$ cat src/design/fppd_pkg.sv
`timescale 1ns / 1ps

package fppd_pkg;

	localparam int POOL_SLOTS = 8;
	localparam int SLOT_W     = (POOL_SLOTS > 1) ? $clog2(POOL_SLOTS) : 1;
	localparam int FILL_W     = $clog2(POOL_SLOTS + 1);
	localparam int SUM_W      = FILL_W + 1;

	localparam int MID_W      = 16;
	localparam int ROW_W      = 12;
	localparam int COL_W      = 12;
	localparam int OSLOT_W    = 3;

	// page tag, matrix id in the high bits
	typedef struct packed {
		logic [MID_W-1:0] matrix_id;
		logic [ROW_W-1:0] block_row;
		logic [COL_W-1:0] block_col;
	} tag_t;

	// one directory entry as it moves down the row
	typedef struct packed {
		logic              valid;
		tag_t              tag;
		logic [SLOT_W-1:0] slot;
	} entry_t;

	// lookup result rippling through the row
	typedef struct packed {
		logic              hit;
		logic [SLOT_W-1:0] slot;
	} match_t;

	// per-cycle control common to every cell
	typedef struct packed {
		logic shift;
		logic clear;
	} cell_ctl_t;

	// (a + b) mod POOL_SLOTS for a < POOL_SLOTS, b < POOL_SLOTS
	function automatic logic [SLOT_W-1:0] slot_add(input logic [SLOT_W-1:0] a,
			input logic [FILL_W-1:0] b);
		logic [SUM_W-1:0] sum;
		sum = SUM_W'(a) + SUM_W'(b);
		if (sum >= SUM_W'(POOL_SLOTS)) begin
			sum = sum - SUM_W'(POOL_SLOTS);
		end
		return sum[SLOT_W-1:0];
	endfunction

	// low three bits of a slot number
	function automatic logic [OSLOT_W-1:0] out_slot(input logic [SLOT_W-1:0] s);
		logic [SLOT_W+OSLOT_W-1:0] wide;
		wide = {{OSLOT_W{1'b0}}, s};
		return wide[OSLOT_W-1:0];
	endfunction

endpackage

$ cat src/design/fppd_cell.sv
`timescale 1ns / 1ps

module fppd_cell import fppd_pkg::*; (
	input  logic      clk,
	input  logic      arst_n,
	input  cell_ctl_t ctl,
	input  entry_t    prev_entry,
	output entry_t    entry,
	input  tag_t      lookup_tag,
	input  match_t    match_in,
	output match_t    match_out
);

	logic              valid_q;
	tag_t              tag_q;
	logic [SLOT_W-1:0] slot_q;
	logic              match;

	always_ff @(posedge clk or negedge arst_n) begin
		if (!arst_n) begin
			valid_q <= 1'b0;
		end else if (ctl.clear) begin
			valid_q <= 1'b0;
		end else if (ctl.shift) begin
			valid_q <= prev_entry.valid;
		end
	end

	always_ff @(posedge clk) begin
		if (ctl.shift && !ctl.clear) begin
			tag_q  <= prev_entry.tag;
			slot_q <= prev_entry.slot;
		end
	end

	assign entry = '{valid: valid_q, tag: tag_q, slot: slot_q};

	// pages are never duplicated, so at most one cell matches
	assign match          = valid_q && (tag_q == lookup_tag);
	assign match_out.hit  = match_in.hit | match;
	assign match_out.slot = match_in.slot | (match ? slot_q : '0);

endmodule

$ cat src/design/fifo_page_pool_directory.sv
`timescale 1ns / 1ps
// fifo page pool directory: fully associative, first-in-first-out replacement
// the result is registered and appears on m_tvalid in the cycle after the request is taken
// throughput: one request per cycle while m_tready keeps up; the tag compare ripples
// through the cell row and the row shifts once per miss, all within the accepting cycle
// reset: arst_n clears all valid bits, oldest slot, fill count and the result valid flag

module fifo_page_pool_directory import fppd_pkg::*; (
	input  logic        clk,
	input  logic        arst_n,
	// request channel
	input  logic        s_tvalid,
	output logic        s_tready,
	input  logic [39:0] s_tdata,   // matrix_id[15:0], block_row[27:16], block_col[39:28]
	input  logic [0:0]  s_tuser,   // mode[0]
	// result channel
	output logic        m_tvalid,
	input  logic        m_tready,
	output logic [47:0] m_tdata,   // slot[2:0], evicted_matrix_id[18:3],
	                               // evicted_block_row[30:19], evicted_block_col[42:31],
	                               // zero[47:43]
	output logic [1:0]  m_tuser    // hit[0], evicted[1]
);

	// request fields
	logic  mode;
	tag_t  req_tag;

	assign mode              = s_tuser[0];
	assign req_tag.matrix_id = s_tdata[15:0];
	assign req_tag.block_row = s_tdata[27:16];
	assign req_tag.block_col = s_tdata[39:28];

	// fifo bookkeeping
	logic [SLOT_W-1:0] oldest_q;
	logic [FILL_W-1:0] fill_q;
	logic              full;

	assign full = (fill_q == FILL_W'(POOL_SLOTS));

	// output register
	logic              out_valid_q;
	logic              hit_q;
	logic              evicted_q;
	logic [OSLOT_W-1:0] slot_q;
	tag_t              ev_tag_q;

	logic accept;
	assign s_tready = !out_valid_q || m_tready;
	assign accept   = s_tvalid && s_tready;

	// cell row: entries[0] is the page being inserted, the youngest page sits
	// in cell 0 and the oldest at the far end once the pool is full
	entry_t    entries [POOL_SLOTS+1];
	match_t    match_chain [POOL_SLOTS+1];
	cell_ctl_t ctl;

	logic              lookup_hit;
	logic [SLOT_W-1:0] lookup_slot;
	logic [SLOT_W-1:0] new_slot;
	entry_t            oldest_entry;

	// free slot sits just after the youngest page; when full reuse the oldest
	assign new_slot = full ? oldest_q : slot_add(oldest_q, fill_q);

	assign entries[0]     = '{valid: 1'b1, tag: req_tag, slot: new_slot};
	assign match_chain[0] = '{hit: 1'b0, slot: '0};

	genvar gi;
	generate
		for (gi = 0; gi < POOL_SLOTS; gi++) begin : g_cell
			fppd_cell u_cell (
				.clk        (clk),
				.arst_n     (arst_n),
				.ctl        (ctl),
				.prev_entry (entries[gi]),
				.entry      (entries[gi+1]),
				.lookup_tag (req_tag),
				.match_in   (match_chain[gi]),
				.match_out  (match_chain[gi+1])
			);
		end
	endgenerate

	assign lookup_hit   = match_chain[POOL_SLOTS].hit;
	assign lookup_slot  = match_chain[POOL_SLOTS].slot;
	assign oldest_entry = entries[POOL_SLOTS];

	// clear wipes the row, a miss pushes the new page in at cell 0
	assign ctl.clear = accept && mode;
	assign ctl.shift = accept && !mode && !lookup_hit;

	always_ff @(posedge clk or negedge arst_n) begin
		if (!arst_n) begin
			oldest_q <= '0;
			fill_q   <= '0;
		end else if (ctl.clear) begin
			oldest_q <= '0;
			fill_q   <= '0;
		end else if (ctl.shift) begin
			if (full) begin
				oldest_q <= (oldest_q == SLOT_W'(POOL_SLOTS - 1)) ? '0 : oldest_q + 1'b1;
			end else begin
				fill_q <= fill_q + 1'b1;
			end
		end
	end

	always_ff @(posedge clk or negedge arst_n) begin
		if (!arst_n) begin
			out_valid_q <= 1'b0;
		end else if (accept) begin
			out_valid_q <= 1'b1;
		end else if (m_tready) begin
			out_valid_q <= 1'b0;
		end
	end

	// result payload
	always_ff @(posedge clk) begin
		if (accept) begin
			if (mode) begin
				hit_q     <= 1'b0;
				slot_q    <= '0;
				evicted_q <= 1'b0;
				ev_tag_q  <= '0;
			end else if (lookup_hit) begin
				hit_q     <= 1'b1;
				slot_q    <= out_slot(lookup_slot);
				evicted_q <= 1'b0;
				ev_tag_q  <= '0;
			end else begin
				hit_q     <= 1'b0;
				slot_q    <= out_slot(new_slot);
				evicted_q <= full;
				// the page falling off the end of the row is the oldest one
				ev_tag_q  <= full ? oldest_entry.tag : '0;
			end
		end
	end

	assign m_tvalid = out_valid_q;
	assign m_tuser  = {evicted_q, hit_q};
	assign m_tdata  = {5'b0, ev_tag_q.block_col, ev_tag_q.block_row, ev_tag_q.matrix_id,
	                   slot_q};

endmodule

$ cat config.mk
export PLATFORM = sky130hd
export DESIGN_NAME = fifo_page_pool_directory
export DESIGN_NICKNAME = d
export VERILOG_FILES = /design/src/design/fppd_pkg.sv /design/src/design/fppd_cell.sv /design/src/design/fifo_page_pool_directory.sv
export SDC_FILE = /design/constraint.sdc
export NUM_CORES = 1
export LEC_CHECK = 0
export BUFFER_PORTS_ARGS = -buffer_cell sky130_fd_sc_hd__buf_2
export CAP_MARGIN = 20
export CORE_MARGIN = 1
export CORE_UTILIZATION = 23
export CTS_BUF_LIST = sky130_fd_sc_hd__clkbuf_4
export DETAILED_ROUTE_END_ITERATION = 12
export GPL_TIMING_DRIVEN = 0
export PLACE_DENSITY_LB_ADDON = 0.05
export RECOVER_POWER = 50
export SKIP_CTS_REPAIR_TIMING = 1
export SLEW_MARGIN = 15
export SYNTH_ARGS = -nofsm -noshare
export SYNTH_HDL_FRONTEND = slang
export SYNTH_SLANG_ARGS = --single-unit
$ cat constraint.sdc
create_clock -name clk -period 8.48 [get_ports clk]
set_input_delay 1.272 -clock clk [delete_from_list [all_inputs] [get_ports clk]]
set_output_delay 1.272 -clock clk [all_outputs]
set_load 0.05 [all_outputs]
# After elaboration in Yosys (flattened, before gate mapping)
# Index checks and enable logic that the tools add are counted.
# op_classes
eq_ne	11
order_cmp	1
reduce_logical	25
add_sub_neg	4
n_bitwise	15
muxes	37
# ops
operator	n
== test 40 bit	8
two-way mux 3 bit	15
OR 3 bit	7
two-way mux 1 bit	19
logical AND 1 bit	13
two-way mux 4 bit	3
OR 1 bit	7
nonzero test 2 bit	3
adder 3 x 4 -> 5 bit	1
greater-or-equal comparator 5 x 4 -> 1 bit (second input constant)	1
adder 4 x 1 -> 4 bit (second input constant)	1
== test 4 bit (second input constant)	1
zero test 1 bit	4
AND reduction 2 bit	2
adder 3 x 1 -> 3 bit (second input constant)	1
== test 3 bit (second input constant)	1
OR reduction 3 bit	1
subtractor 3 x 1 -> 3 bit (second input constant)	1
inequality test 2 x 1 -> 1 bit (second input constant)	1
OR reduction 2 bit	1
logical OR 1 bit	1
inverter 1 bit	1
# totals
wordCells	142
input_bits	45
reg_bits	405
output_inout_bits	52

# Depth between registers and ports, before layout
# Gate-level depths: netlist (run 1).
# depth
word_depth	13
ltp_mapped	10
ltp_nobuf	8

# Cells and area by module
# Synthesis (run 1) repeated with hierarchy kept, for this count alone.
# hier_totals
cells_unflattened	1085
area_unflattened_um2	17138.9
# by_module_without_submodules
mod	area_each_um2	seq_area_each_um2	n_inst	cells_per_inst
fppd_cell	1850.5	1316.3	8	114
fifo_page_pool_directory	2334.7	1551.5	1	173

# Worst setup path after synthesis (run 1)
# Ideal clock, no wire load.
# synth_path
kind	input -> register
startpoint	input port m_tready
endpoint	register g_cell[1].u_cell.valid_q
n_path_buf	1
arrival_time_ps	6910
setup_time_ps	81
stages	6
required_ps	8399
setup_slack_ps	1489
cell_sequence	nand2b_1 > nand2_1 > nor3_1 > and2_1 > buf_2 > a22o_1
# synth_via
elab_chain_cells	5
word_cells_on_any_way	7
cone_classes	mux (1); reduce/logical (6)
# synth_rtl
element	line_no	source
from (decl)	fifo_page_pool_directory.sv:18	input logic m_tready,
logical OR 1 bit (*)	fifo_page_pool_directory.sv:49	assign s_tready = !out_valid_q || m_tready;
logical AND 1 bit (*)	fifo_page_pool_directory.sv:50	assign accept = s_tvalid && s_tready;
logical AND 1 bit (2 in a row)	fifo_page_pool_directory.sv:91	assign ctl.shift = accept && !mode && !lookup_hit;
nonzero test 2 bit (no line)	-	
to (signal assigned)	fppd_cell.sv:25	valid_q <= prev_entry.valid;
to (decl)	fppd_cell.sv:14	logic valid_q;
# Mark *: on every way between the ends. The rest lies on a longest branch, timed or not.
# A chain may end at the register's enable or synchronous reset.

# Worst setup path after layout (run 1)
# layout_path
startpoint	input port s_tdata[6]
endpoint	register g_cell[2].u_cell.tag_q (netlist bit g_cell[2].u_cell.entry[42]) (enable)
# layout_via
elab_chain_cells	12
word_cells_on_any_way	26
cone_classes	eq/ne (8); bitwise (7); reduce/logical (11)
# layout_rtl
element	line_no	source
from (decl)	fifo_page_pool_directory.sv:14	input logic [39:0] s_tdata,
== test 40 bit	fppd_cell.sv:39	assign match = valid_q && (tag_q == lookup_tag);
logical AND 1 bit	fppd_cell.sv:39	
OR 1 bit (6 in a row)	fppd_cell.sv:40	assign match_out.hit = match_in.hit | match;
OR 1 bit (*)	fppd_cell.sv:40	
zero test 1 bit (*)	fifo_page_pool_directory.sv:91	
logical AND 1 bit (*)	fifo_page_pool_directory.sv:91	
logical AND 1 bit (*)	fppd_cell.sv:30	if (ctl.shift && !ctl.clear) begin
to (signal assigned)	fppd_cell.sv:31	tag_q <= prev_entry.tag;
to (decl)	fppd_cell.sv:15	tag_t tag_q;
# Marks and branches as above.

==> results.sh, run 1 <==
export IMPL_status="complete, but fails checks"
export IMPL_failed_checks="max-capacitance violations, max-slew violations"
export IMPL_route_layer_met1_wl_um=27700
export IMPL_ant_nets=0
export IMPL_slew_viol_final=37
export IMPL_p_leak_uw=0.00675
export IMPL_ff2ff_path_depth=10
export IMPL_worst_r2r_startpoint="g_cell[2].u_cell.entry[7]"
export IMPL_drtPass1Iterations=5
export IMPL_reg2reg_slack_ns=3.96
export IMPL_initial_core_util_pct=23.2
export IMPL_endpoint_kind="flop"
export IMPL_portBuffers=91
export IMPL_h_tree_depth=4
export IMPL_drt_wirelength_per_cell_um=25.2
export IMPL_grt_max_degree=100
export IMPL_drive_above_1_share_pct=19.9
export IMPL_core_area_um2=77500
export IMPL_worst_ir_drop_vdd_uv=63.4
export IMPL_ys_flop_type="edfxtp_1"
export IMPL_synth_cells=1253
export IMPL_avgViaCountPerCell=4.30
export IMPL_place_congestion=0.911
export IMPL_path_clk_slew_ns=0.07
export IMPL_syn_area_um2=18000
export IMPL_clock_skew_ns=0.0611
export IMPL_post_synth_top_count_cell="edfxtp_1"
export IMPL_die_x_um=282
export IMPL_track_usage_pct=17.0
export IMPL_worstHoldEndpoint="g_cell[7].u_cell.slot_q[1]"
export IMPL_dpl_cell_count=2397
export IMPL_min_period_over_period_pct=58.0
export IMPL_grt_pass1_wl_um=90800
export IMPL_path_max_fanout=99
export IMPL_relSlewSlack_pct=-31.2
export IMPL_ys_seq_area_share_pct=67.2
export IMPL_yosysWarningCount=0
export IMPL_place_detailed_hpwl_um=52800
export IMPL_syn_avg_cell_area_um2=14.4
export IMPL_async_flop_share_pct=3.95
export IMPL_cts_root_buf="clkbuf_4"
export IMPL_maxCapViolations=1
export IMPL_clk_path_buf_depth=3
export IMPL_synth_area_leader_cell="edfxtp_1"
export IMPL_ys_seq_elements=405
export IMPL_top_layer_used="met4"
export IMPL_routed_wl_um=66100
export IMPL_num_fill_cells=8059
export IMPL_crit_path_start_kind="input pin"
export IMPL_critPathRequiredTime_ns=9.03
export IMPL_rsz0062_at_grt="no"
export IMPL_worst_slew_pin_transition_ns=1.97
export IMPL_powerDensity_nw_per_um2=225
export IMPL_drc_errors=0
export IMPL_reg2reg_to="g_cell[2].u_cell.entry[42]"
export IMPL_synthToLayoutAreaGrowth_pct=19.7
export IMPL_grt_ovfl_total=0
export IMPL_drt_iter0_drc=657
export IMPL_fmax_ghz=0.203
export IMPL_row_count=102
export IMPL_synth_top_area_share_pct=65.0
export IMPL_synth_cell_types=50
export IMPL_worstHoldPathCells=0
export IMPL_setup_violations=0
export IMPL_routed_wl_met3_um=2800
export IMPL_antenna_found_initial=1
export IMPL_power_uw=4850
export IMPL_dieHeight_um=282
export IMPL_arrival_ns=5.47
export IMPL_num_io_pins=97
export IMPL_fin_cells=2617
export IMPL_clk_insertion_delay_late_ns=0.94
export IMPL_path_class="in -> reg"
export IMPL_synth_common_cells="edfxtp_1 (389), xnor2_1 (299), nand4_1 (145), nor4_1 (43)"
export IMPL_grt_pass1_vias=12100
export IMPL_hold_path_class="reg -> reg"
export IMPL_synth_edf_count=389
export IMPL_hold_path_startpoint="g_cell[6].u_cell.slot_q[1]"
export IMPL_wl_met2_um=31800
export IMPL_cts_buffers=131
export IMPL_clock_sinks=405
export IMPL_fin_nets=1541
export IMPL_final_core_util_pct=27.8
export IMPL_dieArea_um2=79300
export IMPL_period_needed_ns=4.92
export IMPL_num_vias=11200
export IMPL_cts_tree="done"
export IMPL_hold_viol=0
export IMPL_synth_top_cells_by_area="edfxtp_1 (65%), xnor2_1 (15%), nand4_1 (5.0%)"
cell usage in the layout (no fill, tap or decap), drive strengths merged, types with 7 or more instances in the layout:
| cell | instances |
|---|---|
| a221oi | 7 |
| dfrtp | 16 |
| clkinv | 15 |
| nand4 | 145 |
| nor2 | 24 |
| a21oi | 8 |
| and2 | 41 |
| clkbuf | 249 |
| xnor2 | 299 |
| edfxtp | 389 |
| o21ai | 9 |
| nor4 | 43 |
| nor3 | 20 |
| inv | 25 |
| a22o | 14 |
| nand2b | 41 |
| nand3 | 34 |
| buf | 98 |
| nand2 | 40 |
power breakdown:
group / switching, uW / internal, uW / leakage (uW)
Combinational: 327 / 131 / 0.00191
Sequential: 57.5 / 2280 / 0.00384
Clock: 907 / 1150 / 0.000990
Total: 1290 / 3560 / 0.00675
cell type report:
class	count	area [um2]	share of cell area, %
flip-flops and latches	405	12100	56.1
clock buffers	193	1450	6.73
repair buffers	100	515	2.39
well taps	1040	1300	6.05
plain buffers	54	318	1.48
multi-input cells	776	5560	25.8
diodes	3	7.51	0.0349
inverters	22	82.6	0.384
clock inverters	24	208	0.965
sequential cells by signal, summed over array words and instances (netlist names):
signal,flops
m_tvalid,1
m_tdata,40
evicted_q,1
g_cell.u_cell.valid_q,8
slot_q,3
fill_q,4
g_cell.u_cell.entry,320
g_cell.u_cell.slot_q,24
oldest_q,3
hit_q,1
metrics by stage:
stage	TNS (ns)	setup WS, ns	hold slack, ns	cell area (um2)
2_1_floorplan	0	1.49	0.426	18000
3_3_place_gp	-713.74	-2.16	0.430	19800
3_5_place_dp	0	2.60	0.439	19900
4_1_cts	0	3.66	0.159	21600
5_1_grt	0	3.39	0.399	21500
6_report	0	3.56	0.435	21500
kinds of logic (layout without fill, tap and decap cells):
group / after synthesis / in the layout / share of synthesized area (%)
AO/OA/AOI/OAI: 55 / 55 / 2.27
XOR/XNOR: 301 / 301 / 14.7
multiplexers: 3 / 3 / 0.181
adder cells (fa/ha/maj): 6 / 6 / 0.459
buffers and inverters: 76 / 393 / 2.17
AND/OR/NAND/NOR: 406 / 406 / 13.0
flip-flops: 405 / 405 / 67.2
other: 1 / 8 / 0.0209
critical path, cell delays in order:
cell      delay, ns
clkbuf_1       0.32
buf_2          0.40
xnor2_1        0.22
nand4_1        0.13
nor4_1         0.76
nand4_1        0.39
nand4_1        0.44
nor3_1         0.16
and2_1         0.21
buf_8          0.24
buf_16         0.33
buf_16         0.34
worst max-delay path by stage:
stage	from	end	slack (ns)	cells past startpoint
2_1_floorplan	m_tready	g_cell[1].u_cell.valid_q	1.49	6
3_3_place_gp	s_tdata[31]	g_cell[1].u_cell.valid_q	-2.16	11
3_5_place_dp	s_tdata[23]	g_cell[0].u_cell.entry[30]	2.60	12
4_1_cts	s_tdata[23]	g_cell[2].u_cell.entry[42]	3.66	12
5_1_grt	s_tdata[38]	g_cell[2].u_cell.entry[42]	3.39	12
6_report	s_tdata[6]	g_cell[2].u_cell.entry[42]	3.56	12
routing by layer:
metal,global-route usage (%),vias up
li1,-,5289
met1,19.7,5402
met2,28.4,394
met3,3.82,162
met4,10.5,0
met5,0,-
No activity file was read; power rests on OpenSTA's default activity.
==> run 2: changes to the inputs <==
--- a/config.mk
+++ b/config.mk
@@ -5,6 +5,7 @@
 export SDC_FILE = /design/constraint.sdc
 export NUM_CORES = 1
 export LEC_CHECK = 0
+export ABC_AREA = 1
 export BUFFER_PORTS_ARGS = -buffer_cell sky130_fd_sc_hd__buf_2
 export CAP_MARGIN = 20
 export CORE_MARGIN = 1
==> constraint.sdc (replaced) <==
create_clock -name clk -period 4.4 [get_ports clk]
set_input_delay 0.66 -clock clk [delete_from_list [all_inputs] [get_ports clk]]
set_output_delay 0.66 -clock clk [all_outputs]
set_load 0.05 [all_outputs]
==> results.sh, run 2 <==
export IMPL_status="complete, but fails checks"
export IMPL_failed_checks="max-capacitance violations, max-slew violations"
export IMPL_reg2reg_slack_ns=0.15
export IMPL_clk_path_buf_depth=3
export IMPL_synth_area_leader_cell="edfxtp_1"
export IMPL_reg2reg_to="g_cell[0].u_cell.entry[5]"
export IMPL_synth_top_cells_by_area="edfxtp_1 (61%), nand2_1 (12%), inv_1 (6.4%)"
export IMPL_tns_ns=0
export IMPL_crit_path_start_kind="input pin"
export IMPL_worstHoldEndpoint="fill_q[0]"
export IMPL_ant_nets=0
export IMPL_maxCapViolations=2
export IMPL_row_count=105
export IMPL_largest_register_ffs=320
export IMPL_synth_common_cells="nand2_1 (608), edfxtp_1 (389), inv_1 (329), nor2_1 (125), xnor2_1 (86)"
export IMPL_worst_slew_pin_transition_ns=1.66
export IMPL_setup_violations=0
export IMPL_rsz0062_at_grt="no"
export IMPL_h_tree_depth=4
export IMPL_async_flop_share_pct=3.95
export IMPL_path_max_fanout=30
export IMPL_num_io_pins=97
export IMPL_initial_core_util_pct=23.3
export IMPL_place_detailed_hpwl_um=56500
export IMPL_synth_top_area_share_pct=60.7
export IMPL_cts_root_buf="clkbuf_4"
export IMPL_hold_viol=0
export IMPL_synthToLayoutAreaGrowth_pct=22.6
export IMPL_clock_skew_ns=0.0676
export IMPL_cts_buffers=132
export IMPL_min_period_over_period_pct=99.1
export IMPL_syn_area_um2=19200
export IMPL_critPathRequiredTime_ns=5.09
export IMPL_ff2ff_path_depth=19
export IMPL_fin_area_um2=23600
export IMPL_grt_pass1_vias=14000
export IMPL_yosysWarningCount=0
export IMPL_path_class="in -> reg"
export IMPL_slew_viol_final=49
export IMPL_synth_edf_count=389
export IMPL_drive_above_1_share_pct=18.2
export IMPL_p_leak_uw=0.00981
export IMPL_drc_errors=0
export IMPL_grt_pass1_wl_um=101000
export IMPL_drt_wirelength_per_cell_um=21.7
export IMPL_ys_seq_area_share_pct=62.8
export IMPL_routed_wl_um=72800
export IMPL_clock_sinks=405
export IMPL_synth_cell_types=31
export IMPL_num_vias=13700
export IMPL_power_uw=9530
export IMPL_cts_tree="done"
export IMPL_grt_max_degree=34
export IMPL_place_congestion=0.819
export IMPL_drtPass1Iterations=5
export IMPL_post_synth_top_count_cell="nand2_1"
export IMPL_grt_ovfl_total=0
export IMPL_final_common_cell="nand2_1"
export IMPL_antenna_found_initial=3
export IMPL_track_usage_pct=17.3
export IMPL_endpoint_kind="flop"
export IMPL_relSlewSlack_pct=-10.4
export IMPL_fin_nets=2248
export IMPL_drt_iter0_drc=1045
export IMPL_fmax_ghz=0.229
export IMPL_placed_cell_area_um2=21700
export IMPL_die_x_um=291
export IMPL_core_area_um2=82400
export IMPL_hold_path_class="in -> reg"
export IMPL_portBuffers=91
export IMPL_final_cell_mix="nand2_1 (608), edfxtp_1 (389), inv_1 (324)"
export IMPL_dieArea_um2=84800
export IMPL_arrival_ns=5.05
export IMPL_syn_avg_cell_area_um2=10.0
export IMPL_powerDensity_nw_per_um2=404
export IMPL_avgViaCountPerCell=4.07
export IMPL_worst_r2r_startpoint="g_cell[0].u_cell.entry[38]"
export IMPL_hold_path_startpoint="s_tuser"
export IMPL_period_needed_ns=4.36
export IMPL_dieHeight_um=291
export IMPL_worstHoldPathCells=4
export IMPL_ys_seq_elements=405
export IMPL_path_clk_slew_ns=0.06
export IMPL_synth_cells=1917
export IMPL_worst_ir_drop_vdd_uv=165
export IMPL_clk_insertion_delay_late_ns=0.97
export IMPL_ys_flop_type="edfxtp_1"
export IMPL_final_core_util_pct=28.6
[run 2: how the worst max path moves through the flow]
stage,startpoint,to,slack [ns],depth (start not counted)
floorplan,s_tdata[26],g_cell[0].u_cell.entry[10],-2.88,16
global placement,s_tdata[22],g_cell[0].u_cell.entry[40],-7.69,16
detailed placement,s_tdata[22],g_cell[0].u_cell.entry[5],-0.88,23
CTS,g_cell[0].u_cell.entry[38],g_cell[0].u_cell.entry[5],-0.32,19
global route,s_tdata[4],g_cell[0].u_cell.entry[5],0.01,24
finish,s_tdata[4],g_cell[0].u_cell.entry[5],0.04,24
[run 2: where the power goes]
group / internal [uW] / switching, uW / total [uW]
Sequential: 4430 / 134 / 4570
Combinational: 309 / 697 / 1010
Clock: 2140 / 1810 / 3960
Total: 6890 / 2650 / 9530
[run 2: area by class of cell]
cell class | count | area [um2]
flip-flops and latches | 405 | 12100
clock inverters | 30 | 199
repair buffers | 142 | 1000
inverters | 368 | 1450
well taps | 1070 | 1340
multi-input cells | 1099 | 5410
plain buffers | 49 | 639
fillers | 8686 | 58800
clock buffers | 191 | 1430
diodes | 7 | 17.5
[run 2: logic make-up (layout without fill, tap and decap cells)]
group,Yosys count,in the layout,share of synthesized area [%]
DFF,405,405,62.8
and+or+nand+nor,871,871,20.0
other,1,12,0.0195
AOI/OAI and AO/OA,129,129,3.37
xor gates and xnor gates,88,88,4.01
buffers and inverters,417,780,9.33
adders and majority gates,6,6,0.429
[run 2: worst max-delay path, cell delays in order]
cell and delay [ns]:
dlygate4sd3_1 0.54, buf_2 0.15, buf_8 0.14, nand2_1 0.21, o21ai_1 0.10, inv_1 0.06, nand2_1 0.05, nor2_1 0.37
nand2_1 0.12, nor2_2 0.44, nand3_2 0.15, nand2_2 0.13, nor2_4 0.04, nand2_4 0.12, nor2_8 0.08, nand2_4 0.12
clkinvlp_4 0.14, buf_12 0.19, buf_12 0.20, buf_12 0.19, buf_12 0.19, buf_12 0.18, buf_12 0.18, buf_16 0.17
[run 2: metrics by stage]
stage,setup slack (ns),hold slack (ns),cells
after floorplan,-2.88,0.364,1921
after CTS,-0.321,-0.491,3317
after detailed placement,-0.877,0.433,3096
final,0.0407,0.0794,3361
after global routing,0.0138,-0.00147,3358
after global placement,-7.69,0.436,3082
[run 2: per-layer routing]
metal	vias to the layer above	global-route usage [%]	share of wire [%]
met5	-	0	0
met4	0	6.68	2.8
met3	110	3.81	5.3
met2	395	26.9	46
met1	6489	23.2	46
li1	6700	-	-
